==> src/rtl/nrf_pkg.sv <==
// ---------------------------------------------------------------------------
// nrf_pkg
// Shared types, codes and constants of the receive address filter and
// ring page allocator.
// ---------------------------------------------------------------------------
package nrf_pkg;

   localparam int CSR_INDEX_W = 3;
   localparam int CSR_DATA_W  = 64;
   localparam int HASH_OCTETS = 6;
   localparam int HASH_SHIFT  = 26;
   localparam int HDR_BYTES   = 4;
   localparam int PAGE_ROUND  = 255;

   localparam logic [31:0] CRC_POLY   = 32'h04C1_1DB7;
   localparam logic [31:0] CRC_INIT   = 32'hFFFF_FFFF;
   localparam logic [47:0] BCAST_ADDR = 48'hFFFF_FFFF_FFFF;
   localparam logic [7:0]  RSR_PRX    = 8'h01;
   localparam logic [7:0]  RSR_MPA    = 8'h10;
   localparam logic [7:0]  RSR_PHY    = 8'h20;

   typedef struct packed {
      logic [47:0] dest_address;
      logic [13:0] frame_length;
   } req_type;

   typedef struct packed {
      logic        accepted;
      logic [2:0]  outcome;
      logic [7:0]  write_page;
      logic [7:0]  next_pkt_page;
      logic [7:0]  header_status;
      logic [15:0] byte_count;
      logic        missed_pulse;
      logic        irq_received;
      logic        irq_overflow;
      logic [7:0]  receive_status;
   } rsp_type;

   typedef enum logic [2:0] {
      OUT_STORED    = 3'd0,
      OUT_DISABLED  = 3'd1,
      OUT_REJECTED  = 3'd2,
      OUT_MONITORED = 3'd3,
      OUT_OVERFLOW  = 3'd4,
      OUT_GEOMETRY  = 3'd5
   } outcome_type;

   typedef enum logic [CSR_INDEX_W-1:0] {
      CSR_RECEIVE_MODE      = 3'd0,
      CSR_ENGINE_GATE       = 3'd1,
      CSR_MULTICAST_TABLE   = 3'd2,
      CSR_STATION_ADDRESS   = 3'd3,
      CSR_RING_START_PAGE   = 3'd4,
      CSR_RING_STOP_PAGE    = 3'd5,
      CSR_BOUNDARY_PAGE     = 3'd6,
      CSR_CURRENT_PAGE_LOAD = 3'd7
   } csr_index_type;

   typedef struct packed {
      logic [3:0]  receive_mode;
      logic [2:0]  engine_gate;
      logic [63:0] multicast_table;
      logic [47:0] station_address;
      logic [7:0]  ring_start_page;
      logic [7:0]  ring_stop_page;
      logic [7:0]  boundary_page;
      logic        page_load;
      logic [7:0]  page_load_value;
   } cfg_type;

   typedef enum logic [2:0] {
      ST_IDLE,
      ST_HASH,
      ST_EVAL,
      ST_WALK,
      ST_FINISH
   } ctrl_state_type;

   typedef struct packed {
      logic load;
      logic hash_step;
      logic eval;
      logic walk_step;
      logic commit;
   } dp_cmd_type;

   typedef struct packed {
      logic hash_last;
      logic walk_needed;
      logic walk_end;
      logic ovf_latched;
   } dp_sts_type;

   // One octet of the reflected-input CRC-32, least significant bit first.
   function automatic logic [31:0] crc_octet(input logic [31:0] crc,
                                             input logic [7:0]  octet);
      logic [31:0] c;
      logic        feed;
      c = crc;
      for (int b = 0; b < 8; b++) begin
         feed = c[31] ^ octet[b];
         c    = {c[30:0], 1'b0} ^ (feed ? CRC_POLY : 32'h0);
      end
      return c;
   endfunction

endpackage

==> src/rtl/nrf_csr.sv <==
// ---------------------------------------------------------------------------
// nrf_csr
// Configuration register file; a write to the current page load register
// issues a one-cycle load toward the datapath.
// ---------------------------------------------------------------------------
module nrf_csr (
   input  logic                                clock,
   input  logic                                reset,
   input  logic                                csr_we,
   input  logic [nrf_pkg::CSR_INDEX_W-1:0]     csr_index,
   input  logic [nrf_pkg::CSR_DATA_W-1:0]      csr_wdata,
   output nrf_pkg::cfg_type                    cfg
);
   import nrf_pkg::*;

   logic [3:0]  receive_mode_ff;
   logic [2:0]  engine_gate_ff;
   logic [63:0] multicast_table_ff;
   logic [47:0] station_address_ff;
   logic [7:0]  ring_start_page_ff;
   logic [7:0]  ring_stop_page_ff;
   logic [7:0]  boundary_page_ff;

   always_ff @(posedge clock) begin
      if (reset) begin
         receive_mode_ff    <= '0;
         engine_gate_ff     <= 3'd1;
         multicast_table_ff <= '0;
         station_address_ff <= '0;
         ring_start_page_ff <= '0;
         ring_stop_page_ff  <= '0;
         boundary_page_ff   <= '0;
      end else if (csr_we) begin
         case (csr_index_type'(csr_index))
            CSR_RECEIVE_MODE:    receive_mode_ff    <= csr_wdata[3:0];
            CSR_ENGINE_GATE:     engine_gate_ff     <= csr_wdata[2:0];
            CSR_MULTICAST_TABLE: multicast_table_ff <= csr_wdata[63:0];
            CSR_STATION_ADDRESS: station_address_ff <= csr_wdata[47:0];
            CSR_RING_START_PAGE: ring_start_page_ff <= csr_wdata[7:0];
            CSR_RING_STOP_PAGE:  ring_stop_page_ff  <= csr_wdata[7:0];
            CSR_BOUNDARY_PAGE:   boundary_page_ff   <= csr_wdata[7:0];
            default: ;
         endcase
      end
   end

   always_comb begin
      cfg.receive_mode    = receive_mode_ff;
      cfg.engine_gate     = engine_gate_ff;
      cfg.multicast_table = multicast_table_ff;
      cfg.station_address = station_address_ff;
      cfg.ring_start_page = ring_start_page_ff;
      cfg.ring_stop_page  = ring_stop_page_ff;
      cfg.boundary_page   = boundary_page_ff;
      cfg.page_load       = csr_we &&
                            (csr_index_type'(csr_index) == CSR_CURRENT_PAGE_LOAD);
      cfg.page_load_value = csr_wdata[7:0];
   end

endmodule

==> src/rtl/nrf_ctrl.sv <==
// ---------------------------------------------------------------------------
// nrf_ctrl
// Sequencer: accept a frame beat, run the hash octets, evaluate, walk the
// linked pages when a stored frame spans more than one, then commit into the result register.
// ---------------------------------------------------------------------------
module nrf_ctrl (
   input  logic                  clock,
   input  logic                  reset,
   input  logic                  req_valid,
   output logic                  req_ready,
   output logic                  rsp_valid,
   input  logic                  rsp_ready,
   output nrf_pkg::dp_cmd_type   cmd,
   input  nrf_pkg::dp_sts_type   sts
);
   import nrf_pkg::*;

   ctrl_state_type state_ff, state_in;
   logic           rsp_valid_ff, rsp_valid_in;

   always_ff @(posedge clock) begin
      if (reset) begin
         state_ff     <= ST_IDLE;
         rsp_valid_ff <= 1'b0;
      end else begin
         state_ff     <= state_in;
         rsp_valid_ff <= rsp_valid_in;
      end
   end

   always_comb begin
      state_in  = state_ff;
      cmd       = '0;
      req_ready = 1'b0;
      case (state_ff)
         ST_IDLE: begin
            req_ready = 1'b1;
            if (req_valid) begin
               cmd.load = 1'b1;
               state_in = ST_HASH;
            end
         end
         ST_HASH: begin
            cmd.hash_step = 1'b1;
            if (sts.hash_last) state_in = ST_EVAL;
         end
         ST_EVAL: begin
            cmd.eval = 1'b1;
            state_in = sts.walk_needed ? ST_WALK : ST_FINISH;
         end
         ST_WALK: begin
            cmd.walk_step = 1'b1;
            if (sts.walk_end) state_in = ST_FINISH;
         end
         ST_FINISH: begin
            // hold until the result register is free or drains this cycle
            if (!rsp_valid_ff || rsp_ready) begin
               cmd.commit = 1'b1;
               state_in   = ST_IDLE;
            end
         end
         default: state_in = ST_IDLE;
      endcase

      if (cmd.commit)     rsp_valid_in = 1'b1;
      else if (rsp_ready) rsp_valid_in = 1'b0;
      else                rsp_valid_in = rsp_valid_ff;
   end

   assign rsp_valid = rsp_valid_ff;

endmodule

==> src/rtl/nrf_dp.sv <==
// ---------------------------------------------------------------------------
// nrf_dp
// Datapath: address hash, filter and ring checks, page link walker, ring
// state and the result register.
// ---------------------------------------------------------------------------
module nrf_dp #(
   parameter int RAM_BASE_PAGE = 64,
   parameter int RAM_PAGES     = 64
) (
   input  logic                  clock,
   input  logic                  reset,
   input  nrf_pkg::cfg_type      cfg,
   input  nrf_pkg::req_type      req_data,
   input  nrf_pkg::dp_cmd_type   cmd,
   output nrf_pkg::dp_sts_type   sts,
   output nrf_pkg::rsp_type      rsp_data
);
   import nrf_pkg::*;

   localparam logic [8:0] PMIN = 9'(RAM_BASE_PAGE);
   localparam logic [8:0] PMAX = 9'(RAM_BASE_PAGE + RAM_PAGES);

   logic [47:0] addr_ff;
   logic [13:0] len_ff;
   logic [47:0] shift_ff;
   logic [31:0] crc_ff;
   logic [2:0]  hash_cnt_ff;
   logic [2:0]  outcome_ff;
   logic [7:0]  link_ff;
   logic [6:0]  walk_left_ff;
   logic [7:0]  current_page_ff;
   logic [7:0]  status_ff;
   logic        ovf_latched_ff;
   rsp_type     rsp_ff;

   logic        gate_off, group, addr_pass;
   logic [5:0]  hash;
   logic [8:0]  pstart9, pstop9, cur9, ring_size9;
   logic        geom_bad, too_big;
   logic [14:0] total, rounded;
   logic [6:0]  pages;
   logic [2:0]  eval_outcome;
   logic [8:0]  link_inc9;
   logic [7:0]  link_nxt;
   logic        hit;
   logic [8:0]  next9, npage9;
   logic [7:0]  hstat, status_new;
   rsp_type     rsp_in;

   // evaluation of the captured frame
   always_comb begin
      gate_off = cfg.engine_gate[0] | ~cfg.engine_gate[1] | cfg.engine_gate[2];
      group    = addr_ff[40];
      hash     = crc_ff[31:HASH_SHIFT];
      if (addr_ff == BCAST_ADDR)
         addr_pass = cfg.receive_mode[0];
      else if (group)
         addr_pass = cfg.receive_mode[1] & cfg.multicast_table[hash];
      else
         addr_pass = cfg.receive_mode[2] | (addr_ff == cfg.station_address);

      pstart9    = {1'b0, cfg.ring_start_page};
      pstop9     = {1'b0, cfg.ring_stop_page};
      cur9       = {1'b0, current_page_ff};
      ring_size9 = pstop9 - pstart9;
      geom_bad   = (pstart9 < PMIN) || (pstart9 >= PMAX) || (pstop9 < PMIN) ||
                   (pstop9 > PMAX) || (pstart9 >= pstop9) ||
                   (cur9 < pstart9) || (cur9 >= pstop9);

      total   = {1'b0, len_ff} + 15'(HDR_BYTES);
      rounded = total + 15'(PAGE_ROUND);
      pages   = rounded[14:8];
      too_big = {2'b00, pages} >= ring_size9;

      if (gate_off)                 eval_outcome = OUT_DISABLED;
      else if (!addr_pass)          eval_outcome = OUT_REJECTED;
      else if (cfg.receive_mode[3]) eval_outcome = OUT_MONITORED;
      else if (geom_bad)            eval_outcome = OUT_GEOMETRY;
      else if (too_big)             eval_outcome = OUT_OVERFLOW;
      else                          eval_outcome = OUT_STORED;

      // one link of the page walk
      link_inc9 = {1'b0, link_ff} + 9'd1;
      link_nxt  = (link_inc9 >= pstop9) ? cfg.ring_start_page : link_inc9[7:0];
      hit       = (link_nxt == cfg.boundary_page);

      sts.hash_last   = (hash_cnt_ff == 3'(HASH_OCTETS - 1));
      sts.walk_needed = (eval_outcome == OUT_STORED) && (pages > 7'd1);
      sts.walk_end    = hit || (walk_left_ff == 7'd1);
      sts.ovf_latched = ovf_latched_ff;
   end

   // result and state update at commit
   always_comb begin
      next9  = cur9 + {2'b00, pages};
      npage9 = (next9 >= pstop9) ? pstart9 + (next9 - pstop9) : next9;
      hstat  = RSR_PRX | (group ? RSR_PHY : 8'h00);

      rsp_in         = '0;
      rsp_in.outcome = outcome_ff;
      status_new     = status_ff;
      case (outcome_type'(outcome_ff))
         OUT_STORED: begin
            rsp_in.accepted      = 1'b1;
            rsp_in.write_page    = current_page_ff;
            rsp_in.next_pkt_page = npage9[7:0];
            rsp_in.header_status = hstat;
            rsp_in.byte_count    = 16'(total);
            rsp_in.irq_received  = 1'b1;
            status_new           = hstat;
         end
         OUT_MONITORED: begin
            rsp_in.missed_pulse = 1'b1;
            status_new          = status_ff | RSR_MPA;
         end
         OUT_OVERFLOW: begin
            rsp_in.missed_pulse = 1'b1;
            rsp_in.irq_overflow = 1'b1;
            status_new          = status_ff | RSR_MPA;
         end
         default: ;
      endcase
      rsp_in.receive_status = status_new;
   end

   // frame working registers
   always_ff @(posedge clock) begin
      if (cmd.load) begin
         addr_ff     <= req_data.dest_address;
         len_ff      <= req_data.frame_length;
         shift_ff    <= req_data.dest_address;
         crc_ff      <= CRC_INIT;
         hash_cnt_ff <= '0;
      end
      if (cmd.hash_step) begin
         // advance one octet, first octet of the address first
         crc_ff      <= crc_octet(crc_ff, shift_ff[47:40]);
         shift_ff    <= {shift_ff[39:0], 8'h00};
         hash_cnt_ff <= hash_cnt_ff + 3'd1;
      end
      if (cmd.eval) begin
         outcome_ff   <= eval_outcome;
         link_ff      <= current_page_ff;
         walk_left_ff <= pages - 7'd1;
      end
      if (cmd.walk_step) begin
         link_ff      <= link_nxt;
         walk_left_ff <= walk_left_ff - 7'd1;
         if (hit) outcome_ff <= OUT_OVERFLOW;
      end
      if (cmd.commit) rsp_ff <= rsp_in;
   end

   // ring state
   always_ff @(posedge clock) begin
      if (reset) begin
         current_page_ff <= '0;
         status_ff       <= '0;
         ovf_latched_ff  <= 1'b0;
      end else begin
         if (cfg.page_load) current_page_ff <= cfg.page_load_value;
         if (cmd.commit) begin
            status_ff <= status_new;
            if (outcome_type'(outcome_ff) == OUT_STORED) current_page_ff <= npage9[7:0];
            if (outcome_type'(outcome_ff) == OUT_OVERFLOW) ovf_latched_ff <= 1'b1;
         end
      end
   end

   assign rsp_data = rsp_ff;

endmodule

==> src/rtl/nic_receive_filter_ring_core.sv <==
// ---------------------------------------------------------------------------
// nic_receive_filter_ring_core
// Receive address filter and ring page allocator: gate, hash/station
// filter, ring checks, boundary walk and current page advance per frame.
//
//   channel | ports                          | direction | beat
//   req     | req_valid req_ready req_data   | in        | one frame descriptor
//   rsp     | rsp_valid rsp_ready rsp_data   | out       | one verdict per frame
//   csr     | csr_we csr_index csr_wdata     | in        | one register write
//
// One frame at a time: an accept step, six hash steps (one address octet of
// the CRC per cycle), an evaluate step, then one page walker step per linked
// page after the first (pages - 1, at most 62 with the default 64-page ring),
// then a commit step.
// Reset is synchronous and clears the sequencer, ring state and configuration registers.
// A stalled result holds in the output register; a new frame is accepted
// while it waits, and commit waits only if the previous beat is still there.
// ---------------------------------------------------------------------------
module nic_receive_filter_ring_core #(
   parameter int RAM_BASE_PAGE = 64,
   parameter int RAM_PAGES     = 64
) (
   input  logic                             clock,
   input  logic                             reset,
   input  logic                             req_valid,
   output logic                             req_ready,
   input  nrf_pkg::req_type                 req_data,
   output logic                             rsp_valid,
   input  logic                             rsp_ready,
   output nrf_pkg::rsp_type                 rsp_data,
   input  logic                             csr_we,
   input  logic [nrf_pkg::CSR_INDEX_W-1:0]  csr_index,
   input  logic [nrf_pkg::CSR_DATA_W-1:0]   csr_wdata
);
   import nrf_pkg::*;

   cfg_type    cfg;
   dp_cmd_type dp_cmd;
   dp_sts_type dp_sts;

   nrf_csr u_csr (
      .clock     (clock),
      .reset     (reset),
      .csr_we    (csr_we),
      .csr_index (csr_index),
      .csr_wdata (csr_wdata),
      .cfg       (cfg)
   );

   nrf_ctrl u_ctrl (
      .clock     (clock),
      .reset     (reset),
      .req_valid (req_valid),
      .req_ready (req_ready),
      .rsp_valid (rsp_valid),
      .rsp_ready (rsp_ready),
      .cmd       (dp_cmd),
      .sts       (dp_sts)
   );

   nrf_dp #(
      .RAM_BASE_PAGE (RAM_BASE_PAGE),
      .RAM_PAGES     (RAM_PAGES)
   ) u_dp (
      .clock    (clock),
      .reset    (reset),
      .cfg      (cfg),
      .req_data (req_data),
      .cmd      (dp_cmd),
      .sts      (dp_sts),
      .rsp_data (rsp_data)
   );

   // a frame in work blocks the next one
   a_busy_after_accept: assert property (@(posedge clock) disable iff (reset)
      req_valid && req_ready |=> !req_ready)
      else $error("req_ready high in the cycle after an accepted frame");

   // a result appears only after the sequencer left idle
   a_result_from_work: assert property (@(posedge clock) disable iff (reset)
      $rose(rsp_valid) |-> $past(!req_ready))
      else $error("result raised without a frame in work");

   // the overflow latch sets together with an overflow verdict
   a_overflow_latch: assert property (@(posedge clock) disable iff (reset)
      $rose(dp_sts.ovf_latched) |-> rsp_valid && rsp_data.irq_overflow &&
         (rsp_data.outcome == OUT_OVERFLOW))
      else $error("overflow latch set without an overflow result");

   // a stored frame raises the received pulse and never the missed pulse
   a_stored_pages: assert property (@(posedge clock) disable iff (reset)
      $rose(rsp_valid) && rsp_data.accepted |->
         rsp_data.irq_received && !rsp_data.missed_pulse)
      else $error("stored result carries inconsistent pulses");

endmodule
==> config.mk <==
export PLATFORM = sky130hd
export DESIGN_NAME = nic_receive_filter_ring_core
export DESIGN_NICKNAME = d
export VERILOG_FILES = /design/src/rtl/nrf_pkg.sv /design/src/rtl/nrf_csr.sv /design/src/rtl/nrf_ctrl.sv /design/src/rtl/nrf_dp.sv /design/src/rtl/nic_receive_filter_ring_core.sv
export SDC_FILE = /design/constraint.sdc
export NUM_CORES = 1
export LEC_CHECK = 0
export BUFFER_PORTS_ARGS = -buffer_cell sky130_fd_sc_hd__clkbuf_2
export CORE_MARGIN = 3
export CORE_UTILIZATION = 50
export CTS_CLUSTER_DIAMETER = 120
export CTS_CLUSTER_SIZE = 14
export DETAILED_ROUTE_END_ITERATION = 12
export GPL_TIMING_DRIVEN = 0
export PLACE_DENSITY = 0.68
export SETUP_SLACK_MARGIN = 0.4
export SYNTH_ARGS = -nofsm -noshare
export SYNTH_HDL_FRONTEND = slang
export SYNTH_SLANG_ARGS = --single-unit
==> constraint.sdc <==
create_clock -name clock -period 14.7 [get_ports clock]
set_input_delay 2.205 -clock clock [delete_from_list [all_inputs] [get_ports clock]]
set_output_delay 2.205 -clock clock [all_outputs]
set_load 0.005 [all_outputs]
==> results of run 1 <==
## layer usage
layer,vias up,global-route usage
met5,-,0
met4,8,0.0824
met3,102,0.0389
met2,449,0.411
met1,6735,0.353
li1,6614,-
## flip-flops by register name, summed over array words and instances, names as in the netlist
| signal | count |
|---|---|
| u_csr.boundary_page_ff | 8 |
| u_csr.engine_gate_ff | 3 |
| u_csr.multicast_table_ff | 64 |
| u_csr.receive_mode_ff | 4 |
| u_csr.ring_start_page_ff | 8 |
| u_csr.ring_stop_page_ff | 8 |
| u_csr.station_address_ff | 48 |
| u_ctrl.rsp_valid | 1 |
| u_ctrl.state_ff | 3 |
| u_dp.addr_ff | 48 |
| u_dp.crc_ff | 32 |
| u_dp.current_page_ff | 8 |
| u_dp.hash_cnt_ff | 3 |
| u_dp.len_ff | 14 |
| u_dp.link_ff | 8 |
| u_dp.outcome_ff | 3 |
| u_dp.rsp_data | 46 |
| u_dp.shift_ff | 48 |
| u_dp.status_ff | 8 |
| u_dp.walk_left_ff | 7 |
## cells by family (layout without fill, tap and decap cells)
| logic type | Yosys count | count (layout) |
|---|---|---|
| AOI/OAI and AO/OA | 338 | 338 |
| xor gates and xnor gates | 178 | 178 |
| adders and majority gates | 82 | 82 |
| buffers and inverters | 145 | 381 |
| DFF | 372 | 372 |
| muxes | 57 | 57 |
| other | 1 | 9 |
| and+or+nand+nor | 596 | 596 |
## through the flow
| stage | instances | power [mW] | hold slack (ns) | setup slack (ns) |
|---|---|---|---|---|
| global placement | 2413 | 1.92 | 0.434 | 7.61 |
| detailed placement | 2416 | 1.93 | 0.436 | 8.28 |
| finish | 2474 | 2.67 | 0.454 | 8.21 |
| floorplan | 1775 | 1.75 | 0.421 | 9.35 |
| global route | 2474 | 2.80 | 0.472 | 7.72 |
| CTS | 2472 | 2.68 | 0.456 | 8.27 |
## path summary, 6_finish.rpt
check | start | to | slack [ns] | depth (start not counted)
max | u_dp.len_ff[2] | u_dp.rsp_data[39] | 8.21 | 25
min | u_dp.status_ff[2] | u_dp.status_ff[2] | 0.45 | 1
max reg2reg | u_dp.len_ff[2] | u_dp.rsp_data[39] | 8.21 | 25
min reg2reg | u_dp.status_ff[2] | u_dp.status_ff[2] | 0.45 | 1
## layout make-up
| class | count | area [um2] | share of cell area |
|---|---|---|---|
| repair buffers | 180 | 948 | 0.0457 |
| flip-flops and latches | 372 | 9430 | 0.454 |
| multi-input cells | 1258 | 8280 | 0.399 |
| clock buffers | 54 | 841 | 0.0405 |
| clock inverters | 2 | 25.0 | 0.00121 |
| well taps | 461 | 577 | 0.0278 |
| diodes | 2 | 5.00 | 0.000241 |
| plain buffers | 90 | 440 | 0.0212 |
| inverters | 55 | 206 | 0.00995 |
## power by group
| group | switching, mW | total [mW] | internal, mW |
|---|---|---|---|
| registers | 0.0481 | 1.25 | 1.20 |
| clock network | 0.368 | 0.754 | 0.385 |
| logic | 0.390 | 0.671 | 0.281 |
## critical path, stage by stage, from the launching register on
cell and delay (ns):
edfxtp_1 0.51, ha_1 0.33, and3_1 0.21, buf_4 0.15, and3_4 0.19, xor2_2 0.22
nand2_1 0.16, xnor2_1 0.64, inv_1 0.16, ha_1 0.32, a21o_1 0.11, a21oi_1 0.09
o21bai_1 0.33, nand2_1 0.10, mux2i_1 0.20, o21a_1 0.15, xor2_1 0.34, ha_1 0.33
a21oi_1 0.13, o21ai_0 0.15, a21o_1 0.22, a221o_1 0.31, o21ba_1 0.25, buf_6 0.17
mux2i_1 0.39, nor2_1 0.07
## cells in the final DEF (no fill, tap or decap), types with 5 or more instances in the layout
master     count
clkbuf_2     177
xor2_1        40
clkbuf_1      91
a22o_1        40
clkbuf_16     30
buf_4         11
nor2b_1        8
nand4_1       37
nand3_1       17
and2_1        24
inv_1         55
nor3_1        17
xnor2_1      137
nand2b_1      12
ha_1          73
a21oi_1      187
o21bai_1       6
or3_1          6
mux4_2        18
mux2i_1       37
nor4_1        10
fa_1           9
nor2_1        64
a21o_1        22
dfxtp_1      174
edfxtp_1     198
a211oi_1       5
o221ai_1       5
o21a_1        13
conb_1         7
o21ai_0       24
nand2_1      376
==> impl_metrics.ini, run 1 <==
[clock_network]
clockBufferDepth = 3
htree_levels = 1
holdBufCountCts = 0
post_cts_resized = 0
numCtsBuffers = 30
clk_latency_ns = 0.57
post_cts_buffers = 0
clock_sinks = 372
cts-root-buf = clkbuf_16
cts_tree = yes
clk_pin_slew_ns = 0.07

[grt]
grt_max_degree = 72
grt_pass1_wl_mm = 77.1
grt-ovfl-total = 0
grt_pass1_vias = 13568
antenna_found_initial = 6
gr-usage-all-layers = 0.254

[synthesis]
synth_area_leader_cell = edfxtp_1
synth_mux_area_frac = 0.0436
synth.distinct_cells = 72
synth_common_cells = nand2_1 (377), edfxtp_1 (198), a21oi_1 (187)
synth_compound_area_frac = 0.118
syn-instance-count = 1769
syn_area_um2 = 18300
yosys.area_share.adder = 0.0597
synthArstFlopShare = 0
synth_top_cell_area_share = 0.325
synth_area_leaders = edfxtp_1 (32%), dfxtp_1 (19%), nand2_1 (7.7%), xnor2_1 (6.6%), a21oi_1 (5.1%)
ys_seq_area_frac = 0.515
synth.most_common_cell = nand2_1
synth_xor_area_frac = 0.0855
synth_top_family_by_area = simple AND/OR/NAND/NOR gates
ys_seq_elements = 372
postSynthAreaPerCell_um2 = 10.4
synthSimpleGateAreaFrac = 0.143
synth-edff-count = 198
synth_flop_cell = edfxtp_1
ys_warn_count = 0

[critical_path]
end_kind = register
startpoint_type = register
cp.arrival_ns = 6.79
required_ns = 15.00
timing.setup.critical_path_class = register to register
crit_fanout = 9

[placed_design]
post_dp_cell_area_um2 = 19900
dpl.hpwl_mm = 38.5
port_buffers = 177
gp_congestion = 0.995

[routing]
route.detailed.drc = 0
drt-initial-drc-count = 983
wl_mm = 50.0
vias = 13908
detail_route.wl_per_cell_um = 20.2
wl_met3_mm = 3.26
met2_length_mm = 23.0
m1WireLength_mm = 22.0
firstDrtPassIters = 5
top_layer = met5
vias_per_cell = 5.62
ant_nets = 0

[sta]
fin_crit_sh = 0.441
min_period_ns = 6.49
setup_tns_ns = 0
finalSetupViolations = 0
fmax_mhz = 154
finClkSkew_ns = 0.0203
rsz0062_at_grt = no
hold_violations = 0
worstMarginPinSlew_ns = 0.978
relSlewSlack = 0.346
drv_slew = 0

[die]
dieArea_um2 = 39000
initial_core_util = 0.511
ioPinCount = 191
chipWidth_um = 197
die_height_um = 197
coreArea_um2 = 35800
rows = 69

[job]
maxCapViolCount = 0

[layout]
num-fill-cells = 3102
drive_above_1_share = 0.136
final_util = 0.579
design_area_um2 = 20800
nNetsFinal = 2203
syn_to_final_growth_pct = 13.3

[pwr]
leakage_nw = 7.58
p_per_area_nw_per_um2 = 129
ir_drop_v = 0.0000831

[min_path]
worstHoldPathType = register to register

[status]
status = completed
Power figures use the tool's default switching activity.
==> run 2: changes to the inputs <==
- PLACE_DENSITY: 0.68 -> 0.71
- clock period: 14.7 -> 5.5 ns (I/O delays scaled with it)
==> impl_metrics.ini, run 2 (same netlist as run 1, synthesis figures left out) <==
[die]
die_height_um = 197
initial_core_util = 0.511
dieArea_um2 = 39000
ioPinCount = 191
coreArea_um2 = 35800
rows = 69
chipWidth_um = 197

[clock_network]
cts-root-buf = clkbuf_16
htree_levels = 1
clk_pin_slew_ns = 0.07
numCtsBuffers = 30
clk_latency_ns = 0.58
clock_sinks = 372
cts_tree = yes
clockBufferDepth = 3

[placed_design]
gp_congestion = 0.958
dpl.hpwl_mm = 38.2
port_buffers = 177

[job]
maxCapViolCount = 0

[min_path]
worstHoldPathType = input pin to register
worstHoldStart = req_data[9]
holdPathStages = 1

[layout]
nNetsFinal = 2252
layout_commonest_cell = nand2_1
drive_above_1_share = 0.190
syn_to_final_growth_pct = 18.4
largest_reg_flops = 64
most-common-layout-cells = nand2_1 (372), edfxtp_1 (198), a21oi_1 (178)
regMostFlops = u_csr.multicast_table_ff
num-fill-cells = 2927
regArea_um2 = 9430
multiInputGateArea_um2 = 8800
final_util = 0.605

[sta]
relSlewSlack = 0.335
finalSetupViolations = 0
fin_crit_sh = 0.984
finClkSkew_ns = 0.0216
rsz0062_at_grt = yes
fmax_mhz = 185
hold_violations = 0
drv_slew = 0
worstMarginPinSlew_ns = 0.993
min_period_ns = 5.41

[critical_path]
startpoint = u_dp.len_ff[3]
cp_slowest_stage_delay_ns = 0.46
crit_fanout = 4
crit_family = compound AO/OA/AOI/OAI gates
path_depth = 25
cp.arrival_ns = 5.90
slowest_stage = edfxtp_1
ff2ff_path_depth = 25
required_ns = 5.98
timing.setup.critical_path_class = register to register
path_buf_inv = 4
rr_startpoint = u_dp.len_ff[3]
startpoint_type = register
end_kind = register

[grt]
grt_max_degree = 72
grt_pass1_wl_mm = 77.7
grt-ovfl-total = 0
gr-usage-all-layers = 0.256
grt_pass1_vias = 13909
antenna_found_initial = 7

[routing]
wl_mm = 51.4
vias_per_cell = 5.64
vias = 14212
detail_route.wl_per_cell_um = 20.4
firstDrtPassIters = 6
ant_nets = 0
drt-initial-drc-count = 1225
route.detailed.drc = 0

[pwr]
total_power_mw = 7.43
ir_drop_v = 0.000279
p_per_area_nw_per_um2 = 343
leakage_nw = 7.92

[status]
status = completed
run 2: cell count changes in the layout (fill, tap and decap cells not counted), moves of 5 or more:
cell	delta
inv_2	+8
a21oi_2	+8
xnor2_1	-8
xnor2_2	+5
buf_4	+42
buf_6	+6
mux2i_4	+6
ha_4	+9
inv_1	-8
mux2i_1	-7
ha_1	-9
a21oi_1	-9
run 2: power by group:
group / switching [mW] / total, mW / internal, mW / leakage, nW
clock: 0.993 / 2.02 / 1.03 / 0.408
sequential: 0.132 / 3.34 / 3.21 / 3.25
combinational: 1.15 / 2.07 / 0.914 / 4.26
run 2: what timing repair did:
| item | 4_1_cts | 5_1_grt |
|---|---|---|
| pin swaps | 39 | 23 |
| gates cloned | 1 | 0 |
| gates resized for setup | 78 | 21 |
| buffers inserted | 40 | 9 |
| endpoints found under the setup margin | 16 | 16 |
| hold buffers | 0 | 0 |
run 2: worst register-to-register path: stages (launching register included):
cell and delay [ns]:
edfxtp_1 0.46, ha_4 0.21, or3_1 0.32, a21oi_2 0.19
buf_4 0.14, o211ai_1 0.15, nand2_4 0.18, xnor2_4 0.16
inv_2 0.09, ha_4 0.26, a21o_1 0.16, a21oi_4 0.08
o21bai_4 0.22, nor2_1 0.07, mux2i_1 0.20, o21a_1 0.20
xor2_2 0.21, buf_4 0.15, buf_4 0.13, fa_1 0.45
ha_4 0.31, nand2_1 0.08, o21ai_2 0.21, xnor2_2 0.13
a211o_1 0.33, a311oi_2 0.24
run 2: per-stage QoR:
step           setup TNS (ns)  cell area [um2]  instances  hold WS [ns]  worst slack, ns
2_1_floorplan               0            18400       1775         0.421            0.393
3_3_place_gp            -7.04            19800       2413         0.434           -0.608
3_5_place_dp            -8.49            19900       2415         0.439           -0.681
4_1_cts                     0            21500       2511         0.409            0.246
5_1_grt                -0.433            21700       2521         0.409           -0.112
6_report                    0            21700       2521         0.425           0.0859
run 2: final timing paths:
path / slack [ns] / end
worst min-delay path: 0.42 / u_dp.len_ff[9]
worst min register to register: 0.45 / u_dp.status_ff[7]
worst max register to register: 0.09 / u_dp.current_page_ff[7]
worst max-delay path: 0.09 / u_dp.current_page_ff[7]
run 2: per-layer routing:
layer  routed length (um)  vias to the layer above  GRT usage
li1                     -                     6721          -
met3                 3680                      103     0.0392
met5                   71                        -          0
met4                 1770                       10     0.0869
met2                24200                      515      0.420
met1                21700                     6863      0.352
run 2: area by class of cell:
class / count / area share
clock inverters: 2 / 0.00115
well taps: 461 / 0.0266
plain buffers: 90 / 0.0207
inverters: 55 / 0.00952
clock buffers: 53 / 0.0386
repair buffers: 229 / 0.0624
multi-input cells: 1258 / 0.406
diodes: 1 / 0.000115
flip-flops and latches: 372 / 0.435
==> run 3: changes to the inputs <==
--- a/config.mk
+++ b/config.mk
@@ -7,2 +7,3 @@
 export LEC_CHECK = 0
+export ABC_AREA = 1
 export BUFFER_PORTS_ARGS = -buffer_cell sky130_fd_sc_hd__clkbuf_2
--- a/constraint.sdc
+++ b/constraint.sdc
@@ -3,2 +3,2 @@
 set_output_delay 0.825 -clock clock [all_outputs]
-set_load 0.005 [all_outputs]
+set_load 0.1 [all_outputs]
==> impl_metrics.ini, run 3 <==
[layout]
design_area_um2 = 21700
final_util = 0.589
syn_to_final_growth_pct = 15.1
largest_reg_flops = 64
most-common-layout-cells = nand2_1 (382), nor2_1 (339), o21ai_0 (209)
drive_above_1_share = 0.137
fin_cells = 2971
regMostFlops = u_csr.multicast_table_ff
nNetsFinal = 2659
layout_commonest_cell = nand2_1

[clock_network]
htree_levels = 1
clockBufferDepth = 3
clock_sinks = 372
numCtsBuffers = 30
clk_latency_ns = 0.59
cts_tree = yes
cts-root-buf = clkbuf_16
clk_pin_slew_ns = 0.08

[die]
dieArea_um2 = 40100
chipWidth_um = 200
initial_core_util = 0.511
coreArea_um2 = 36900
ioPinCount = 191
rows = 70
die_height_um = 200

[critical_path]
slowest_stage = edfxtp_1
crit_fanout = 7
end_kind = register
timing.setup.critical_path_class = register to register
crit_path_frequent_cell = buf_4
cp_slowest_stage_delay_ns = 0.48
crit_family = compound AO/OA/AOI/OAI gates
startpoint_type = register
cp.arrival_ns = 5.22
path_buf_inv = 6
required_ns = 5.82

[synthesis]
syn-instance-count = 2203
synth_flop_cell = edfxtp_1
synth.most_common_cell = nand2_1
ys_seq_elements = 372
ys_warn_count = 0
synthArstFlopShare = 0
synth_area_leader_cell = edfxtp_1
synth_common_cells = nand2_1 (389), nor2_1 (342), inv_1 (209), o21ai_0 (209), edfxtp_1 (198)
postSynthAreaPerCell_um2 = 8.56
syn_area_um2 = 18800
synth_area_leaders = edfxtp_1 (32%), dfxtp_1 (18%), nand2_1 (7.7%), nor2_1 (6.8%), o21ai_0 (5.5%)
synth_top_cell_area_share = 0.315
synth.distinct_cells = 51
ys_seq_area_frac = 0.500
synth-edff-count = 198

[grt]
grt-ovfl-total = 0
grt_pass1_vias = 15181
gr-usage-all-layers = 0.259
grt_max_degree = 72
grt_pass1_wl_mm = 82.6
antenna_found_initial = 5

[placed_design]
gp_congestion = 0.924
port_buffers = 182
dp_cells = 2898
post_dp_cell_area_um2 = 20500
dpl.hpwl_mm = 41.3

[pwr]
leakage_nw = 9.20
total_power_mw = 11.3
ir_drop_v = 0.000405
p_per_area_nw_per_um2 = 520

[job]
maxCapViolCount = 0

[routing]
wl_mm = 54.3
vias = 16077
route.detailed.drc = 0
vias_per_cell = 5.41
drt-initial-drc-count = 1328
detail_route.wl_per_cell_um = 18.3
firstDrtPassIters = 6
ant_nets = 0

[sta]
drv_slew = 0
worstMarginPinSlew_ns = 0.903
relSlewSlack = 0.398
min_period_ns = 4.90
finalSetupViolations = 0
fin_crit_sh = 0.892
fmax_mhz = 204
hold_violations = 0
finClkSkew_ns = 0.0296
rsz0062_at_grt = no

[min_path]
worstHoldPathType = input pin to register

[status]
status = completed
==> run 3: cell families after synthesis <==
kind of cell / after synthesis / share of synthesized area
compound gates: 387 / 0.114
xor+xnor: 113 / 0.0533
fa+ha+maj: 82 / 0.0580
buf+inv: 298 / 0.0616
flops: 372 / 0.500
other cells: 1 / 0.000199
simple gates: 950 / 0.212
==> run 3: layer usage <==
metal | global-route usage | vias up | part of all wire
met5 | 0 | - | 0.00087
met1 | 0.346 | 7555 | 0.43
li1 | - | 7780 | -
met4 | 0.0897 | 8 | 0.036
met2 | 0.432 | 609 | 0.47
met3 | 0.0380 | 125 | 0.071
==> run 3: where the power goes <==
part / internal (mW) / switching [mW] / leakage (nW) / total [mW]
sequential: 3.81 / 0.331 / 3.26 / 4.14
combinational: 1.59 / 3.55 / 5.53 / 5.13
clock: 1.03 / 0.990 / 0.408 / 2.02
total: 6.43 / 4.87 / 9.20 / 11.3
==> run 3: cell type report <==
| class | instances | area, um2 |
|---|---|---|
| diodes | 1 | 2.50 |
| plain buffers | 84 | 362 |
| clock buffers | 53 | 837 |
| clock inverters | 2 | 25.0 |
| fillers | 3242 | 15200 |
| inverters | 214 | 806 |
| multi-input cells | 1540 | 8510 |
| flip-flops and latches | 372 | 9430 |
| well taps | 504 | 631 |
| repair buffers | 201 | 1100 |
==> run 3: what timing repair did <==
action	4_1_cts	5_1_grt
setup endpoints to repair	16	16
resized for setup	7	38
hold buffers	0	0
cloned	0	1
buffers inserted	1	15
pin swaps	1	17
hold endpoints to repair	0	0
==> run 3: final timing paths <==
| path | slack, ns | to | startpoint | cells past startpoint |
|---|---|---|---|---|
| max reg2reg | 0.60 | u_dp.rsp_data[35] | u_dp.len_ff[3] | 25 |
| min reg2reg | 0.44 | u_dp.status_ff[2] | u_dp.status_ff[2] | 2 |
| max | 0.60 | u_dp.rsp_data[35] | u_dp.len_ff[3] | 25 |
| min | 0.43 | u_dp.len_ff[10] | req_data[10] | 1 |
==> run 3: per-stage QoR <==
stage,TNS (ns),hold slack (ns),setup slack [ns]
3_3_place_gp,-0.0446,0.424,-0.0446
2_1_floorplan,0,0.416,0.877
5_1_grt,0,0.410,0.341
4_1_cts,0,0.403,0.400
6_report,0,0.429,0.596
3_5_place_dp,-0.0717,0.429,-0.0717
==> run 3: worst reg2reg max path: cells and delay by family (launching register included) <==
kind / cells / cell delay, ns
AOI/OAI and AO/OA: 6 / 1.21
adders and majority gates: 4 / 1.05
and+or+nand+nor: 7 / 0.68
xor gates and xnor gates: 2 / 0.48
DFF: 1 / 0.48
buffers and inverters: 6 / 0.73
